$ cat src/rtl/gtlm_pkg.sv
package gtlm_pkg;

   localparam int unsigned GENOTYPES  = 10;
   localparam int unsigned HALF_GT    = 5;
   localparam int unsigned LK_W       = 8;
   localparam int unsigned POS_W      = 31;
   localparam int unsigned HALF_W     = 40;
   localparam int unsigned DP_IN_W    = 24;
   localparam int unsigned DEPTH_W    = 26;
   localparam int unsigned LLK_IN_W   = 16;
   localparam int unsigned LLK_W      = 18;
   localparam int unsigned TOTAL_W    = 27;
   localparam int unsigned SQ_W       = 16;
   localparam int unsigned PA_W       = 42;
   localparam int unsigned NUM_W      = 43;
   localparam int unsigned TDATA_W    = 168;
   localparam int unsigned CSR_W      = 64;

   localparam logic [1:0] CSR_QUALITY   = 2'd0;
   localparam logic [1:0] CSR_MIN_DEPTH = 2'd1;
   localparam logic [1:0] CSR_MAX_DEPTH = 2'd2;

   localparam logic [31:0] QUALITY_RST   = 32'h1E1E1E1E;
   localparam logic [63:0] MIN_DEPTH_RST = 64'h0001000100010001;
   localparam logic [63:0] MAX_DEPTH_RST = 64'h00C800C800C800C8;

   typedef struct packed {
      logic                used;
      logic [3:0]          base;
      logic [POS_W-1:0]    pos;
      logic [HALF_W-1:0]   lk0;
      logic [HALF_W-1:0]   lk1;
      logic [7:0]          mq;
      logic [DP_IN_W-1:0]  dp;
      logic [LLK_IN_W-1:0] llk;
      logic                last;
   } entry_type;

   typedef enum logic [7:0] {
      ST_IDLE = 8'b00000001,
      ST_LK   = 8'b00000010,
      ST_MUL1 = 8'b00000100,
      ST_MUL2 = 8'b00001000,
      ST_MUL3 = 8'b00010000,
      ST_DIV  = 8'b00100000,
      ST_SQRT = 8'b01000000,
      ST_FIN  = 8'b10000000
   } back_state_type;

endpackage

$ cat src/rtl/gtlm_front.sv
module gtlm_front import gtlm_pkg::*; #(
   parameter int unsigned MAX_SOURCES = 4
) (
   input  logic               clock,
   input  logic               reset,
   input  logic               csr_we,
   input  logic [1:0]         csr_index,
   input  logic [CSR_W-1:0]   csr_wdata,
   input  logic [TDATA_W-1:0] req_tdata,
   input  logic               req_tlast,
   output entry_type          entry
);

   logic [31:0] qlim_ff, qlim_in;
   logic [63:0] dmin_ff, dmin_in;
   logic [63:0] dmax_ff, dmax_in;
   logic [1:0]  src;
   logic [7:0]  qlim;
   logic [15:0] dmin, dmax;
   logic        src_ok;

   always_comb begin
      qlim_in = qlim_ff;
      dmin_in = dmin_ff;
      dmax_in = dmax_ff;
      if (csr_we) begin
         unique case (csr_index)
            CSR_QUALITY:   qlim_in = csr_wdata[31:0];
            CSR_MIN_DEPTH: dmin_in = csr_wdata;
            CSR_MAX_DEPTH: dmax_in = csr_wdata;
            default: ;
         endcase
      end
   end

   always_ff @(posedge clock) begin
      if (reset) begin
         qlim_ff <= QUALITY_RST;
         dmin_ff <= MIN_DEPTH_RST;
         dmax_ff <= MAX_DEPTH_RST;
      end else begin
         qlim_ff <= qlim_in;
         dmin_ff <= dmin_in;
         dmax_ff <= dmax_in;
      end
   end

   assign src    = req_tdata[1:0];
   assign qlim   = qlim_ff[8*src +: 8];
   assign dmin   = dmin_ff[16*src +: 16];
   assign dmax   = dmax_ff[16*src +: 16];
   assign src_ok = 32'(src) < MAX_SOURCES;

   always_comb begin
      entry.base = req_tdata[5:2];
      entry.pos  = req_tdata[36:6];
      entry.lk0  = req_tdata[76:37];
      entry.lk1  = req_tdata[116:77];
      entry.mq   = req_tdata[124:117];
      entry.dp   = req_tdata[148:125];
      entry.llk  = req_tdata[164:149];
      entry.last = req_tlast;
      entry.used = src_ok && (entry.mq >= qlim) && (entry.dp >= {8'd0, dmin})
                   && ((dmax == 16'd0) || (entry.dp <= {8'd0, dmax}));
   end

endmodule

$ cat src/rtl/gtlm_queue.sv
module gtlm_queue import gtlm_pkg::*; (
   input  logic      clock,
   input  logic      reset,
   input  logic      push,
   input  entry_type push_data,
   output logic      full,
   input  logic      pop,
   output logic      head_valid,
   output entry_type head_data
);

   entry_type  slot_ff [2];
   entry_type  slot_in [2];
   logic       wr_ff, wr_in, rd_ff, rd_in;
   logic [1:0] cnt_ff, cnt_in;

   assign full       = cnt_ff == 2'd2;
   assign head_valid = cnt_ff != 2'd0;
   assign head_data  = slot_ff[rd_ff];

   always_comb begin
      slot_in = slot_ff;
      wr_in   = wr_ff;
      rd_in   = rd_ff;
      cnt_in  = cnt_ff;
      if (push) begin
         slot_in[wr_ff] = push_data;
         wr_in          = ~wr_ff;
      end
      if (pop) rd_in = ~rd_ff;
      if (push && !pop) cnt_in = cnt_ff + 2'd1;
      else if (pop && !push) cnt_in = cnt_ff - 2'd1;
   end

   always_ff @(posedge clock) begin
      slot_ff <= slot_in;
      if (reset) begin
         wr_ff  <= 1'b0;
         rd_ff  <= 1'b0;
         cnt_ff <= 2'd0;
      end else begin
         wr_ff  <= wr_in;
         rd_ff  <= rd_in;
         cnt_ff <= cnt_in;
      end
   end

   a_no_overflow: assert property (@(posedge clock) disable iff (reset) !(push && full))
      else $error("queue written while full");
   a_no_underflow: assert property (@(posedge clock) disable iff (reset)
      !(pop && !head_valid)) else $error("queue read while empty");
   a_count_range: assert property (@(posedge clock) disable iff (reset) cnt_ff != 2'd3)
      else $error("queue count out of range");

endmodule

$ cat src/rtl/gtlm_back.sv
module gtlm_back import gtlm_pkg::*; (
   input  logic               clock,
   input  logic               reset,
   input  logic               head_valid,
   input  entry_type          head_data,
   output logic               pop,
   output logic               rsp_tvalid,
   input  logic               rsp_tready,
   output logic [TDATA_W-1:0] rsp_tdata
);

   back_state_type       state_ff, state_in;
   entry_type            ent_ff, ent_in;
   logic [LK_W-1:0]      acc_lk_ff [GENOTYPES];
   logic [LK_W-1:0]      acc_lk_in [GENOTYPES];
   logic [DEPTH_W-1:0]   acc_dp_ff, acc_dp_in;
   logic [7:0]           acc_q_ff, acc_q_in;
   logic [LLK_W-1:0]     acc_llk_ff, acc_llk_in;
   logic [3:0]           base_ff, base_in;
   logic                 open_ff, open_in;
   logic [TOTAL_W-1:0]   total_ff, total_in;
   logic [SQ_W-1:0]      sqa_ff, sqa_in, sqb_ff, sqb_in;
   logic [PA_W-1:0]      pa_ff, pa_in;
   logic [TOTAL_W-1:0]   rem_ff, rem_in;
   logic [SQ_W-1:0]      quo_ff, quo_in;
   logic [3:0]           cnt_ff, cnt_in;
   logic [7:0]           root_ff, root_in;
   logic                 rv_ff, rv_in;
   logic [TDATA_W-1:0]   rd_ff, rd_in;

   logic [LK_W:0]        sums [GENOTYPES];
   logic [LK_W:0]        mn, diff;
   logic [LLK_W:0]       llk_sum;
   logic [SQ_W+DP_IN_W-1:0] prod;
   logic [NUM_W-1:0]     num;
   logic [TOTAL_W:0]     shifted;
   logic [7:0]           trial;
   logic [15:0]          trial_sq;
   logic                 out_free;
   logic [HALF_W-1:0]    p0, p1;

   assign pop        = (state_ff == ST_IDLE) && head_valid;
   assign rsp_tvalid = rv_ff;
   assign rsp_tdata  = rd_ff;
   assign out_free   = !rv_ff || rsp_tready;

   always_comb begin
      for (int j = 0; j < GENOTYPES; j++) begin
         if (j < HALF_GT)
            sums[j] = {1'b0, acc_lk_ff[j]} + {1'b0, ent_ff.lk0[8*j +: 8]};
         else
            sums[j] = {1'b0, acc_lk_ff[j]} + {1'b0, ent_ff.lk1[8*(j-HALF_GT) +: 8]};
      end
      mn = sums[0];
      for (int j = 1; j < GENOTYPES; j++)
         if (sums[j] < mn) mn = sums[j];
      for (int j = 0; j < HALF_GT; j++) begin
         p0[8*j +: 8] = acc_lk_ff[j];
         p1[8*j +: 8] = acc_lk_ff[j+HALF_GT];
      end
   end

   assign llk_sum  = {1'b0, acc_llk_ff} + {10'd0, mn} + {3'd0, ent_ff.llk};
   assign prod     = sqb_ff * ent_ff.dp;
   assign num      = {1'b0, pa_ff} + {3'd0, prod};
   assign shifted  = {rem_ff, quo_ff[SQ_W-1]};
   assign trial    = root_ff | (8'd1 << cnt_ff[2:0]);
   assign trial_sq = trial * trial;

   always_comb begin
      state_in   = state_ff;
      ent_in     = ent_ff;
      acc_lk_in  = acc_lk_ff;
      acc_dp_in  = acc_dp_ff;
      acc_q_in   = acc_q_ff;
      acc_llk_in = acc_llk_ff;
      base_in    = base_ff;
      open_in    = open_ff;
      total_in   = total_ff;
      sqa_in     = sqa_ff;
      sqb_in     = sqb_ff;
      pa_in      = pa_ff;
      rem_in     = rem_ff;
      quo_in     = quo_ff;
      cnt_in     = cnt_ff;
      root_in    = root_ff;
      rd_in      = rd_ff;
      rv_in      = rsp_tready ? 1'b0 : rv_ff;
      diff       = '0;
      unique case (state_ff)
         ST_IDLE: begin
            if (head_valid) begin
               ent_in = head_data;
               if (!open_ff) begin
                  base_in = head_data.base;
                  open_in = 1'b1;
               end
               state_in = head_data.used ? ST_LK : ST_FIN;
            end
         end
         ST_LK: begin
            for (int j = 0; j < GENOTYPES; j++) begin
               diff = sums[j] - mn;
               acc_lk_in[j] = diff[LK_W] ? 8'hFF : diff[LK_W-1:0];
            end
            acc_llk_in = llk_sum[LLK_W] ? {LLK_W{1'b1}} : llk_sum[LLK_W-1:0];
            total_in   = {1'b0, acc_dp_ff} + {3'd0, ent_ff.dp};
            if (acc_dp_ff == '0 && ent_ff.dp == '0) begin
               acc_q_in = 8'd0;
               state_in = ST_FIN;
            end else begin
               state_in = ST_MUL1;
            end
         end
         ST_MUL1: begin
            sqa_in   = acc_q_ff * acc_q_ff;
            sqb_in   = ent_ff.mq * ent_ff.mq;
            state_in = ST_MUL2;
         end
         ST_MUL2: begin
            pa_in    = sqa_ff * acc_dp_ff;
            state_in = ST_MUL3;
         end
         ST_MUL3: begin
            // The mean never exceeds 255 squared, so the top bits start below the divisor.
            rem_in   = num[NUM_W-1:SQ_W];
            quo_in   = num[SQ_W-1:0];
            cnt_in   = 4'd0;
            state_in = ST_DIV;
         end
         ST_DIV: begin
            if (shifted >= {1'b0, total_ff}) begin
               rem_in = TOTAL_W'(shifted - {1'b0, total_ff});
               quo_in = {quo_ff[SQ_W-2:0], 1'b1};
            end else begin
               rem_in = shifted[TOTAL_W-1:0];
               quo_in = {quo_ff[SQ_W-2:0], 1'b0};
            end
            cnt_in = cnt_ff + 4'd1;
            if (cnt_ff == 4'd15) begin
               cnt_in   = 4'd7;
               root_in  = 8'd0;
               state_in = ST_SQRT;
            end
         end
         ST_SQRT: begin
            if (trial_sq <= quo_ff) root_in = trial;
            cnt_in = cnt_ff - 4'd1;
            if (cnt_ff == 4'd0) begin
               acc_q_in  = (trial_sq <= quo_ff) ? trial : root_ff;
               acc_dp_in = total_ff[TOTAL_W-1] ? {DEPTH_W{1'b1}} : total_ff[DEPTH_W-1:0];
               state_in  = ST_FIN;
            end
         end
         ST_FIN: begin
            if (!ent_ff.last) begin
               state_in = ST_IDLE;
            end else if (acc_dp_ff == '0 || out_free) begin
               if (acc_dp_ff != '0) begin
                  rv_in = 1'b1;
                  rd_in = {1'b0, acc_llk_ff, acc_dp_ff, acc_q_ff, p1, p0, base_ff,
                           ent_ff.pos};
               end
               acc_lk_in  = '{default: '0};
               acc_dp_in  = '0;
               acc_q_in   = '0;
               acc_llk_in = '0;
               base_in    = '0;
               open_in    = 1'b0;
               state_in   = ST_IDLE;
            end
         end
         default: state_in = ST_IDLE;
      endcase
   end

   always_ff @(posedge clock) begin
      ent_ff   <= ent_in;
      total_ff <= total_in;
      sqa_ff   <= sqa_in;
      sqb_ff   <= sqb_in;
      pa_ff    <= pa_in;
      rem_ff   <= rem_in;
      quo_ff   <= quo_in;
      cnt_ff   <= cnt_in;
      root_ff  <= root_in;
      rd_ff    <= rd_in;
      if (reset) begin
         state_ff   <= ST_IDLE;
         acc_lk_ff  <= '{default: '0};
         acc_dp_ff  <= '0;
         acc_q_ff   <= '0;
         acc_llk_ff <= '0;
         base_ff    <= '0;
         open_ff    <= 1'b0;
         rv_ff      <= 1'b0;
      end else begin
         state_ff   <= state_in;
         acc_lk_ff  <= acc_lk_in;
         acc_dp_ff  <= acc_dp_in;
         acc_q_ff   <= acc_q_in;
         acc_llk_ff <= acc_llk_in;
         base_ff    <= base_in;
         open_ff    <= open_in;
         rv_ff      <= rv_in;
      end
   end

   a_rem_below: assert property (@(posedge clock) disable iff (reset)
      (state_ff == ST_DIV) |-> (rem_ff < total_ff)) else $error("division remainder too large");
   a_emit_depth: assert property (@(posedge clock) disable iff (reset)
      rv_ff |-> (rd_ff[148:123] != '0)) else $error("record emitted with zero depth");
   a_closed_after_emit: assert property (@(posedge clock) disable iff (reset)
      (rv_ff && !$past(rv_ff)) |-> !open_ff) else $error("site still open after emit");

endmodule

$ cat src/rtl/genotype_likelihood_merge_top.sv
// Merges per-source genotype likelihood records of one site; the record marked by
// req_tlast closes the site, and one merged record leaves on rsp_ when the merged depth
// is nonzero. Requests are accepted while the two-entry queue is not full. In the back
// end a record that fails its limits goes straight to the finish state, a passing
// record with zero combined depth passes the likelihood step first, and other passing
// records also run a 16-step restoring division and an 8-step square root on one shared
// sequencer; the back end then returns to idle for the next record in the queue. A
// closing record with nonzero merged depth waits until the previous one leaves on rsp_.
// The user must write limits on csr_ only while the block is idle; nothing checks it.
module genotype_likelihood_merge_top import gtlm_pkg::*; #(
   parameter int unsigned MAX_SOURCES = 4
) (
   input  logic               clock,
   input  logic               reset,
   input  logic               req_tvalid,
   output logic               req_tready,
   // source_index, ref_base, site_position, lk_first_half, lk_second_half,
   // map_quality, read_depth, min_llk_in, zero fill
   input  logic [TDATA_W-1:0] req_tdata,
   input  logic               req_tlast,
   output logic               rsp_tvalid,
   input  logic               rsp_tready,
   // out_position, out_ref_base, out_lk_first_half, out_lk_second_half,
   // out_map_quality, out_depth, out_min_llk, zero fill
   output logic [TDATA_W-1:0] rsp_tdata,
   input  logic               csr_we,
   input  logic [1:0]         csr_index,
   input  logic [CSR_W-1:0]   csr_wdata
);

   entry_type entry, head_data;
   logic      full, pop, head_valid, push;

   assign req_tready = !full;
   assign push       = req_tvalid && !full;

   gtlm_front #(.MAX_SOURCES(MAX_SOURCES)) u_front (
      .clock, .reset, .csr_we, .csr_index, .csr_wdata, .req_tdata, .req_tlast, .entry
   );

   gtlm_queue u_queue (
      .clock, .reset, .push, .push_data(entry), .full, .pop, .head_valid, .head_data
   );

   gtlm_back u_back (
      .clock, .reset, .head_valid, .head_data, .pop, .rsp_tvalid, .rsp_tready, .rsp_tdata
   );

endmodule

$ cat config.mk
export PLATFORM = sky130hd
export DESIGN_NAME = genotype_likelihood_merge_top
export DESIGN_NICKNAME = d
export VERILOG_FILES = /design/src/rtl/gtlm_pkg.sv /design/src/rtl/gtlm_front.sv /design/src/rtl/gtlm_queue.sv /design/src/rtl/gtlm_back.sv /design/src/rtl/genotype_likelihood_merge_top.sv
export SDC_FILE = /design/constraint.sdc
export NUM_CORES = 2
export LEC_CHECK = 0
export BUFFER_PORTS_ARGS = -buffer_cell sky130_fd_sc_hd__buf_2
export CORE_MARGIN = 1.5
export CORE_UTILIZATION = 35
export DETAILED_ROUTE_END_ITERATION = 10
export GPL_ROUTABILITY_DRIVEN = 0
export PLACE_DENSITY = 0.58
export SETUP_SLACK_MARGIN = 0.5
export SYNTH_ARGS = -nofsm -noshare
export SYNTH_HDL_FRONTEND = slang
export SYNTH_SLANG_ARGS = --single-unit
export TNS_END_PERCENT = 1
$ cat constraint.sdc
create_clock -name clock -period 26.2 [get_ports clock]
set_input_delay 2.62 -clock clock [delete_from_list [all_inputs] [get_ports clock]]
set_output_delay 2.62 -clock clock [all_outputs]
set_load 0.05 [all_outputs]
==> out/metrics.cfg <==
[logic_synthesis]
synth.yosys.seq_area_share_pct=37.20
avgSynthCellArea_um2=10.78
yosys_register_bits=1121
synth_cell_type_count=91
ys_async_sr_fraction_pct=0
syn_area_mm2=0.08216
syn-num-nets=9312
postSynthCellCount=7622
ys.flop_type=edfxtp_1
yosysWarnings=0
synth_edf_count=811

[worst_hold_path]
hp-class=register to register
hold_start=u_back.ent_ff[150]
whs_path_depth=0

[clocking]
clockBufferDepth=3
clkLatencyLatePin_ns=0.80
cts_sinks=1121
cts_tree=yes
cts_setup_buffers=0
clk_pin_slew_worst_paths_ns=0.06
ctsRootBufferMaster=clkbuf_16
cts_hold_buf=0
htree_levels=4
numCtsBuffers=132

[floorplanning]
pin_count=410
core_area_mm2=0.2330
die_area_mm2=0.2376
start_util_pct=35.26
die_x_um=487.5
die_y_um=487.5
rows=177

[setup_path]
path_common_cell=a21oi_1
path_max_fanout=14
slowest_delay_ns=0.57
cp-start-kind=register
cp.depth=109
critPathBufInv=3
slowest_stage=mux2_2
crit_family=compound AO/OA/AOI/OAI gates
crit_path_start=u_back.ent_ff[97]
endpoint_kind=register
path_class=register to register
cp.required_ns=26.79
rr_startpoint=u_back.ent_ff[97]
arrival_ns=24.48
rr_worst_depth=109

[sta]
setup_viol=0
drv_slew=0
maxSlewHeadroom_pct=16.82
tightest_slew_ns=1.235
finalSetupTns_ns=0
layout_min_cycle_time_ns=23.89
rsz0062_at_grt=false
fmax_mhz=41.86
hold_viol=0
period_share_pct=91.18
fin_skew_ns=0.05053

[flow_run]
maxCapViolations=0

[grt]
grt_pass1_wl_um=346500
grt_pass1_vias=58824
grt_max_degree=102
antenna_found_initial=45
grt-ovfl-total=0
grt.total_usage_pct=18.93

[drt]
wire_per_inst_um=20.04
vias_per_cell=5.023
drc_errors=0
drt_wl_total_um=224800
drtPass1Iterations=6
drtAntennaViolNets=0
first_iter_violations=3754
num_vias=56334

[finish]
area_growth_pct=12.45
drive_gt1_share_pct=13.07
fillers=22582
nNetsFinal=9652

[placement]
hpwl_um=166100
port_buffers=405

[outcome]
status=completed

## cells by family after synthesis
family | Yosys count | synth area share, %
xor gates and xnor gates | 295 | 3.337
DFF | 1121 | 37.20
muxes | 245 | 3.873
and+or+nand+nor | 1837 | 10.55
buffers and inverters | 1440 | 6.620
other | 1 | 0.004564
AOI/OAI and AO/OA | 1231 | 9.561
adders and majority gates | 1452 | 28.85
## final timing paths
| path | slack (ns) | to |
|---|---|---|
| worst max-delay path | 2.31 | u_back.acc_llk_ff[8] |
| worst min-delay path | 0.41 | u_back.rsp_tdata[21] |
| worst max register to register | 2.31 | u_back.acc_llk_ff[8] |
| worst min register to register | 0.41 | u_back.rsp_tdata[21] |
## routing by layer
layer  share of wire (%)  GRT usage (%)  wire length, um  vias up
met3                 6.5          4.172            14700      391
met1                  43          24.53            97110    28302
met4                 3.2          5.733             7103       50
met5                0.14              0              305        -
met2                  47          31.46           105600     1499
li1                    -              -                -    26092
## cells in the final DEF (no fill, tap or decap), drive strengths merged, types with 18 or more instances in the layout
cell type and count:
o21ai 188, o31ai 21, nand4 25, mux2i 28, mux2 177, a21o 119, and2 334, inv 1153
nand3 34, nor4 25, buf 499, a211oi 113, nand2b 69, dfxtp 310, a21oi 550, xnor2 228
ha 712, clkinv 54, fa 738, xor2 67, mux4 40, edfxtp 811, nor2 205, nor2b 61
o211ai 38, nor3 39, o21bai 80, clkbuf 169, a21boi 18, nand3b 44, nand2 956
## cells in the mapped netlist, types with 8 or more instances
cell	number	area share (%)
a211oi_1	50	0.46
a211oi_2	63	0.96
a21boi_0	17	0.16
a21o_1	119	1.1
a21oi_1	550	3.4
a221oi_1	10	0.11
a31oi_1	16	0.12
and2_1	332	2.5
and3_1	15	0.11
buf_1	20	0.091
clkbuf_1	265	1.2
dfxtp_1	310	7.6
edfxtp_1	811	30
fa_1	738	18
ha_1	712	11
inv_1	1146	5.2
mux2_2	175	2.4
mux2i_1	28	0.34
mux4_2	40	1.1
nand2_1	954	4.4
nand2b_1	69	0.53
nand3_1	34	0.21
nand3b_1	43	0.39
nand4_1	25	0.19
nor2_1	196	0.90
nor2_4	8	0.11
nor2b_1	61	0.46
nor3_1	39	0.24
nor4_1	25	0.19
o211ai_1	38	0.35
o21a_1	12	0.11
o21ai_0	180	1.1
o21ai_1	8	0.049
o21bai_1	80	0.73
o31a_1	11	0.12
o31ai_1	20	0.18
xnor2_1	219	2.3
xnor2_4	8	0.27
xor2_1	67	0.71
## metrics by stage
| step | instances | util (%) | setup slack [ns] | area, um^2 | hold slack [ns] |
|---|---|---|---|---|---|
| finish | 11216 | 39.66 | 2.310 | 92390 | 0.4143 |
| detailed placement | 10960 | 37.68 | 0.4996 | 87790 | 0.4045 |
| global route | 11208 | 39.65 | 0.4220 | 92370 | 0.4183 |
| floorplan | 7622 | - | 3.840 | 82160 | 0.4003 |
| CTS | 11205 | 39.62 | 0.8206 | 92310 | 0.4147 |
| global placement | 10960 | 37.68 | 1.185 | 87790 | 0.4013 |
## state kept, by name (all words and copies together), names as in the netlist, 8 cells and up
register           flops
u_back.sqb_ff         15
u_back.root_ff         8
u_queue.slot_ff      330
u_front.dmax_ff       64
u_back.rsp_tdata     167
u_back.quo_ff         16
u_back.ent_ff        160
u_back.acc_q_ff        8
u_back.pa_ff          42
u_front.dmin_ff       64
u_back.rem_ff         27
u_back.state_ff        8
u_back.acc_llk_ff     18
u_back.total_ff       27
u_back.acc_lk_ff      80
u_front.qlim_ff       32
u_back.acc_dp_ff      26
u_back.sqa_ff         15
## worst register-to-register path, delay by kind of cell, from the launching register on
family | cells | cell delay, ns
buffers and inverters | 3 | 0.21
AOI/OAI and AO/OA | 58 | 12.18
adders and majority gates | 13 | 4.05
and+or+nand+nor | 30 | 4.85
DFF | 1 | 0.37
muxes | 5 | 2.08
## layout make-up
class / instances / area, um^2 / area share (%)
Multi-Input combinational cell: 5061 / 46310 / 50.12
Sequential cell: 1121 / 30560 / 33.08
Inverter: 1147 / 4313 / 4.668
Tap cell: 3132 / 3919 / 4.242
Clock buffer: 169 / 3595 / 3.891
Timing Repair Buffer: 499 / 2743 / 2.969
Clock inverter: 76 / 923.4 / 0.9995
Antenna cell: 11 / 27.53 / 0.02979
## what timing repair did
item | in CTS | in global routing
endpoints found under the setup margin | 9 | 90
gates resized for setup | 1 | 12
cloned | 0 | 0
Power is left out: the tool's default activity adds up to more than one toggle a clock period on the data nets, which glitch-free logic cannot reach.
